### src/hw/rtl/rqrs_pkg.sv
// Package for the real quadratic root solver: fixed widths, lane indexes,
// status codes and the side structs carried along the pipeline.
// Depends on nothing; the core, front, prep, back and checker files import it.
package rqrs_pkg;

  localparam int unsigned MAG_W   = 32;
  localparam int unsigned PROD_W  = 64;
  localparam int unsigned DM_W    = 66;
  localparam int unsigned ROOT_W  = DM_W / 2;
  localparam int unsigned DEN_W   = 67;
  localparam int unsigned QUO_W   = 33;
  localparam int unsigned NUM_BASE_W = 66;
  localparam int unsigned LANES   = 4;

  localparam int unsigned LANE_R0_RE = 0;
  localparam int unsigned LANE_R0_IM = 1;
  localparam int unsigned LANE_R1_RE = 2;
  localparam int unsigned LANE_R1_IM = 3;

  typedef enum logic [1:0] {
    STATUS_OK    = 2'd0,
    STATUS_AZERO = 2'd1,
    STATUS_SAT   = 2'd2
  } status_e;

  typedef struct packed {
    logic azero;
    logic dzero;
    logic dneg;
    logic an;
    logic bn;
    logic cn;
  } flags_t;

  typedef struct packed {
    flags_t             f;
    logic [MAG_W-1:0]   am;
    logic [MAG_W-1:0]   bm;
    logic [MAG_W-1:0]   cm;
    logic [PROD_W-1:0]  b2;
  } sq_side_t;

  typedef struct packed {
    logic             azero;
    logic [LANES-1:0] en;
    logic [LANES-1:0] neg;
  } div_side_t;

endpackage

### src/hw/rtl/rqrs_if.sv


interface rqrs_out_if;
  logic               valid;
  logic               ready;
  logic signed [31:0] root0_re;
  logic signed [31:0] root0_im;
  logic signed [31:0] root1_re;
  logic signed [31:0] root1_im;
  logic [1:0]         status;

  modport source (output valid, root0_re, root0_im, root1_re, root1_im, status, input ready);
  modport sink (input valid, root0_re, root0_im, root1_re, root1_im, status, output ready);
endinterface

### src/hw/rtl/rqrs_back.sv
// Output stage: signs, saturation, status and the output register that also
// sets the pipeline advance. Depends on rqrs_pkg and rqrs_out_if.
module rqrs_back import rqrs_pkg::*; (
  input  logic             clk_i,
  input  logic             rst_ni,
  input  logic             valid_i,
  input  logic [QUO_W-1:0] quo_i [LANES],
  input  logic             ovf_i [LANES],
  input  div_side_t        side_i,
  output logic             en_o,
  rqrs_out_if.source       out_o
);

  function automatic logic [32:0] sat32(input logic neg, input logic ovf,
                                        input logic [QUO_W-1:0] q);
    logic [32:0] r;
    if (!neg) begin
      if (ovf || (q > 33'h07FFFFFFF)) r = {1'b1, 32'h7FFFFFFF};
      else r = {1'b0, q[31:0]};
    end else begin
      if (ovf || (q > 33'h080000000)) r = {1'b1, 32'h80000000};
      else r = {1'b0, ~q[31:0] + 32'd1};
    end
    return r;
  endfunction

  logic        valid_q;
  logic [31:0] part_d [LANES];
  logic [31:0] part_q [LANES];
  logic [LANES-1:0] flag;
  status_e     status_d, status_q;
  logic [32:0] sr [LANES];

  assign en_o = !valid_q || out_o.ready;

  always_comb begin
    for (int l = 0; l < LANES; l++) begin
      sr[l]     = sat32(side_i.neg[l], ovf_i[l], quo_i[l]);
      flag[l]   = side_i.en[l] && sr[l][32];
      part_d[l] = (side_i.en[l] && !side_i.azero) ? sr[l][31:0] : 32'd0;
    end
    if (side_i.azero) status_d = STATUS_AZERO;
    else if (flag != '0) status_d = STATUS_SAT;
    else status_d = STATUS_OK;
  end

  always_ff @(posedge clk_i or negedge rst_ni) begin
    if (!rst_ni) begin
      valid_q <= 1'b0;
    end else if (en_o) begin
      valid_q <= valid_i;
    end
  end

  always_ff @(posedge clk_i) begin
    if (en_o) begin
      part_q   <= part_d;
      status_q <= status_d;
    end
  end

  assign out_o.valid    = valid_q;
  assign out_o.root0_re = part_q[LANE_R0_RE];
  assign out_o.root0_im = part_q[LANE_R0_IM];
  assign out_o.root1_re = part_q[LANE_R1_RE];
  assign out_o.root1_im = part_q[LANE_R1_IM];
  assign out_o.status   = status_q;

endmodule

### src/flat_wrapper.sv
// flat-port wrapper written by rule: the top's interface ports become plain ports
module rqrs_back_flat import rqrs_pkg::*;
  (clk_i, rst_ni, valid_i, quo_i, ovf_i, side_i, en_o, out_o_valid, out_o_root0_re, out_o_root0_im, out_o_root1_re, out_o_root1_im, out_o_status, out_o_ready);
  rqrs_out_if out_o_i ();
  input  logic clk_i;
  input  logic rst_ni;
  input  logic valid_i;
  input  logic [QUO_W-1:0] quo_i[LANES];
  input  logic ovf_i[LANES];
  input  div_side_t side_i;
  output logic en_o;
  output wire logic [$bits(out_o_i.valid)-1:0] out_o_valid;
  output wire logic [$bits(out_o_i.root0_re)-1:0] out_o_root0_re;
  output wire logic [$bits(out_o_i.root0_im)-1:0] out_o_root0_im;
  output wire logic [$bits(out_o_i.root1_re)-1:0] out_o_root1_re;
  output wire logic [$bits(out_o_i.root1_im)-1:0] out_o_root1_im;
  output wire logic [$bits(out_o_i.status)-1:0] out_o_status;
  input wire logic [$bits(out_o_i.ready)-1:0] out_o_ready;
  assign out_o_valid = out_o_i.valid;
  assign out_o_root0_re = out_o_i.root0_re;
  assign out_o_root0_im = out_o_i.root0_im;
  assign out_o_root1_re = out_o_i.root1_re;
  assign out_o_root1_im = out_o_i.root1_im;
  assign out_o_status = out_o_i.status;
  assign out_o_i.ready = out_o_ready;
  rqrs_back u_core (.clk_i(clk_i), .rst_ni(rst_ni), .valid_i(valid_i), .quo_i(quo_i), .ovf_i(ovf_i), .side_i(side_i), .en_o(en_o), .out_o(out_o_i));
endmodule
### config.mk
export PLATFORM = sky130hd
export DESIGN_NAME = rqrs_back_flat
export DESIGN_NICKNAME = d
export VERILOG_FILES = /design/src/hw/rtl/rqrs_pkg.sv /design/src/hw/rtl/rqrs_if.sv /design/src/hw/rtl/rqrs_back.sv /design/src/flat_wrapper.sv
export SDC_FILE = /design/constraint.sdc
export NUM_CORES = 1
export LEC_CHECK = 0
export BUFFER_PORTS_ARGS = -buffer_cell sky130_fd_sc_hd__buf_2
export CORE_ASPECT_RATIO = 1.5
export CORE_MARGIN = 3
export CORE_UTILIZATION = 35
export DETAILED_ROUTE_END_ITERATION = 7
export SYNTH_ARGS = -nofsm -noshare
export SYNTH_HDL_FRONTEND = slang
export SYNTH_SLANG_ARGS = --single-unit
### constraint.sdc
create_clock -name clk_i -period 5.2 [get_ports clk_i]
set_clock_uncertainty 0.05 [all_clocks]
set_input_delay 0.52 -clock clk_i [delete_from_list [all_inputs] [get_ports clk_i]]
set_output_delay 0.52 -clock clk_i [all_outputs]
set_load 0.005 [all_outputs]
# Yosys cells after proc, flatten, opt, wreduce, memory -nomap -nowiden
# Index checks and enable logic that the tools add are counted.
# op_classes
add_sub_neg,4
mul,0
div_mod_pow,0
magnitude_cmp,8
n_eq_ne,0
shift,0
muxes,13
n_bitwise,4
reduce_logical,20
# ops
operator,n
$mux 33,12
$gt 33x31->1 const B,4
$gt 33x32->1 const B,4
$add 32x1->32 const B,4
$not 32->32,4
$logic_or 1x1->1,9
$logic_and 1x1->1,8
$reduce_bool 4->1,1
$logic_not 1->1,2
$mux 2,1
# totals
register_bits,131
latchBits,0
ram_bits,0
rom_bits,0
in_bits,149
output_inout_bits,132
word_cells,55
mem_count,0

# Logic depth before layout (Yosys ltp)
# depth
word_depth,7
depth_mapped,10
ltp_nobuf,8

# Worst setup path after synthesis
# Ideal clock, no wire load.
# synth_timing
path_type,input -> output
startpoint,input out_o_ready
endpoint,output en_o
arrival_ps,3711
required_ps,4630
path_slack_ps,919
cell_stages,1
path_buffers,0
cell_sequence,nand2b_1
# synth_between
elab_chain_len,1
# synth_lines
item,line_no,rtl
start: declaration,flat_wrapper.sv:18,input wire logic [$bits(out_o_i.ready)-1:0] out_o_ready;
$logic_or 1x1->1,rqrs_back.sv:34,assign en_o = !valid_q || out_o.ready;
end: declaration,flat_wrapper.sv:11,output logic en_o;
# No other way between the ends.

# Worst setup path in the final report
# layout_timing
startpoint,input quo_i[67] in the netlist's numbering
endpoint,"register u_core.part_q, in the netlist u_core.out_o.root0_im[24], data pin"
# layout_between
elab_chain_len,4
word_cells_on_any_way,9
classes_between,add/sub: 1; order compare: 2; mux: 3; bitwise: 1; reduce/logical: 2
# layout_lines
item,line_no,rtl
start: declaration,flat_wrapper.sv:8,input logic [QUO_W-1:0] quo_i[LANES];
$not 32->32 (tied with other cells),rqrs_back.sv:22,"else r = {1'b0, ~q[31:0] + 32'd1};"
$add 32x1->32 (tied with other cells),rqrs_back.sv:22,
"$mux 33, on equally long branches","rqrs_back.sv:21, rqrs_back.sv:18",
$mux 33 (*),rqrs_back.sv:17,if (!neg) begin
end signal: assignment,rqrs_back.sv:57,part_q <= part_d;
end: declaration,rqrs_back.sv:29,logic [31:0] part_q [LANES];
# Every way passes the cells marked *; elsewhere a longest branch is shown, timed or not.
# A chain may end at the register's enable or synchronous reset.

==> impl_metrics.json <==
{
  "dieArea_mm2": 0.0283,
  "tritoncts": "built",
  "final_common_cell": "buf_2",
  "yosys_warnings": 0,
  "cts.sinks": 131,
  "die_height_um": 204,
  "hp-class": "in2reg",
  "finalSetupViolCount": 0,
  "grt_pass1_wl_um": 53000,
  "total_power_w": 0.00307,
  "routedWlPerCell_um": 20.7,
  "ys_seq_elements": 131,
  "layout-drive-gt1-share_pct": 27.1,
  "drc": 0,
  "antenna_found_initial": 6,
  "numPortBuffers": 280,
  "postSynthAreaPerCell_um2": 8.78,
  "syn-num-nets": 1204,
  "ios": 281,
  "crit_chain": "buf_2 > inv_1 > ha_1 > or4b_4 > or4_1 > o31ai_4 > nand2_2 > or3_1 > a31oi_1",
  "relSlewSlack_pct": 27.8,
  "cpPeakStageDelay_ns": 0.57,
  "synth_area_mm2": 0.00919,
  "setup-tns-final_ns": 0,
  "critPathMaxFanout": 24,
  "first_pass_iters": 6,
  "p_leak_nw": 4.17,
  "finalNetCount": 1446,
  "die_w_um": 138,
  "dpl_cell_area_mm2": 0.0108,
  "area_growth_pct": 24.9,
  "clk_latency_ns": 0.42,
  "power-per-cell-area_mw_per_mm2": 268,
  "grt_usage_pct": 23.1,
  "hold_viol": 0,
  "critPathBufInv": 2,
  "start_kind": "input port",
  "vias": 10100,
  "crit_slowest_cell": "or4_1",
  "status": "finished clean",
  "synthCells": 1047,
  "postCtsSetupBuffers": 0,
  "tightestPinTransition_ns": 1.08,
  "dp_cells": 1602,
  "fillers": 2579,
  "fmax_mhz": 291,
  "arrival_ns": 3.66,
  "cts-buffers-inserted": 17,
  "crit_type": "in2reg",
  "rows": 72,
  "dp_hpwl_um": 24600,
  "fin_area_mm2": 0.0115,
  "synthFlopType": "edfxtp_1",
  "cts_resized": 0,
  "grt-ovfl-total": 0,
  "vias_per_cell": 6.13,
  "synth-edff-count": 130,
  "layout.cells.non_filler": 1640,
  "async_reset_ff_share_pct": 0.763,
  "seq_area_frac_synth_pct": 42.8,
  "ys_types": 61,
  "clock_path_buffers": 2,
  "wl_um": 34000,
  "core_mm2": 0.0259,
  "cts-root-buf": "clkbuf_16",
  "start_util_pct": 35.5,
  "finalCritPeriodShare_pct": 66.1,
  "grt_pass1_vias": 9493,
  "fin_crit_ns": 3.44,
  "clk_pin_slew_ns": 0.06,
  "cts_max_level": 4,
  "drtIter0Drc": 799,
  "crit_required_ns": 5.42,
  "grt_setup_unrepaired": "no",
  "hold_buffers": 1,
  "final_cell_mix": "buf_2 (280), edfxtp_1 (130), a21oi_1 (84), nand2_1 (81), o21ai_0 (81)",
  "slew_violations": 0,
  "path_delay_family": "simple AND/OR/NAND/NOR gates",
  "worst_ir_drop_vdd_v": 0.000223,
  "place_ws_ns": 1.35,
  "final_antenna_net_count": 0,
  "maxCapViolations": 0,
  "gp_congestion": 0.941,
  "grt_max_degree": 92,
  "final.setup.worst_slack_ns": 1.76,
  "end_kind": "register"
}
==> report_power, final <==
group	total (W)	switching (W)	internal, W
logic	0.000506	0.000325	0.000181
registers	0.00129	0.0000262	0.00126
clock network	0.00128	0.000481	0.000799
total	0.00307	0.000832	0.00224
==> logic make-up after synthesis <==
group / count (synthesis) / synth area share, %
simple gates: 473 / 28.3
mux: 1 / 0.109
fa+ha+maj: 8 / 1.09
xor+xnor: 3 / 0.286
compound gates: 341 / 23.6
buf+inv: 90 / 3.83
flops: 131 / 42.8
==> metrics by stage <==
stage | hold slack, ns | util (%)
final | 0.238 | 44.4
after global routing | 0.232 | 44.4
after CTS | 0.221 | 44.4
after detailed placement | 0.246 | 41.9
after global placement | 0.245 | 41.9
after floorplan | 0.174 | -
==> area by class of cell <==
cell class                 instances  area [µm²]  share of cell area [%]
sequential                       131        3930                    34.2
clock inverter                    14         188                    1.63
inverter                          20        75.1                   0.654
timing repair buffer             293        1510                    13.2
multi-input combinational        826        4920                    42.8
tap                              333         417                    3.63
clock buffer                      18         429                    3.74
antenna                            5        12.5                   0.109
==> metal layers <==
| metal | wire (µm) | vias up | track usage, % | share of wire [%] |
|---|---|---|---|---|
| met2 | 17100 | 490 | 39.8 | 50 |
| met3 | 2460 | 73 | 4.35 | 7.2 |
| li1 | - | 4695 | - | - |
| met4 | 1200 | 2 | 10.3 | 3.5 |
| met5 | 20 | - | 0 | 0.059 |
| met1 | 13200 | 4800 | 28.1 | 39 |
==> flip-flops by register name (all words and copies together), names as in the netlist <==
signal,flops
u_core.out_o.valid,1
u_core.out_o.status,2
u_core.out_o.root0_im,32
u_core.out_o.root0_re,32
u_core.out_o.root1_re,32
u_core.out_o.root1_im,32
==> Yosys cell counts (9+ instances only) <==
cell type | count | area (µm²)
a21oi_1 | 84 | 420
a31oi_1 | 69 | 432
a41oi_1 | 9 | 78.8
clkbuf_1 | 61 | 229
edfxtp_1 | 130 | 3900
inv_1 | 20 | 75.1
nand2_1 | 81 | 304
nand3_1 | 23 | 115
nand3b_1 | 12 | 90.1
nand4_1 | 42 | 263
nand4b_1 | 12 | 105
nor2_1 | 70 | 263
nor3_1 | 63 | 315
nor4_1 | 42 | 263
o21ai_0 | 81 | 405
o22ai_1 | 13 | 81.3
o31a_1 | 19 | 166
or2_2 | 9 | 56.3
or3_1 | 48 | 300
or4_1 | 24 | 180
==> path summary, 6_finish.rpt <==
| check | depth (start not counted) | startpoint | slack (ns) | to |
|---|---|---|---|---|
| worst min-delay path | 2 | valid_i | 0.24 | u_core.out_o.valid |
| worst max register to register | 2 | u_core.out_o.valid | 3.37 | u_core.out_o.root1_im[10] |
| worst min register to register | 1 | u_core.out_o.valid | 0.96 | u_core.out_o.root0_re[25] |
| worst max-delay path | 9 | quo_i[67] | 1.76 | u_core.out_o.root0_im[24] |
| max in group asynchronous | 2 | rst_ni | 4.66 | u_core.out_o.valid |
| min in group asynchronous | 2 | rst_ni | 0.35 | u_core.out_o.valid |
(Power assumes the default switching activity.)
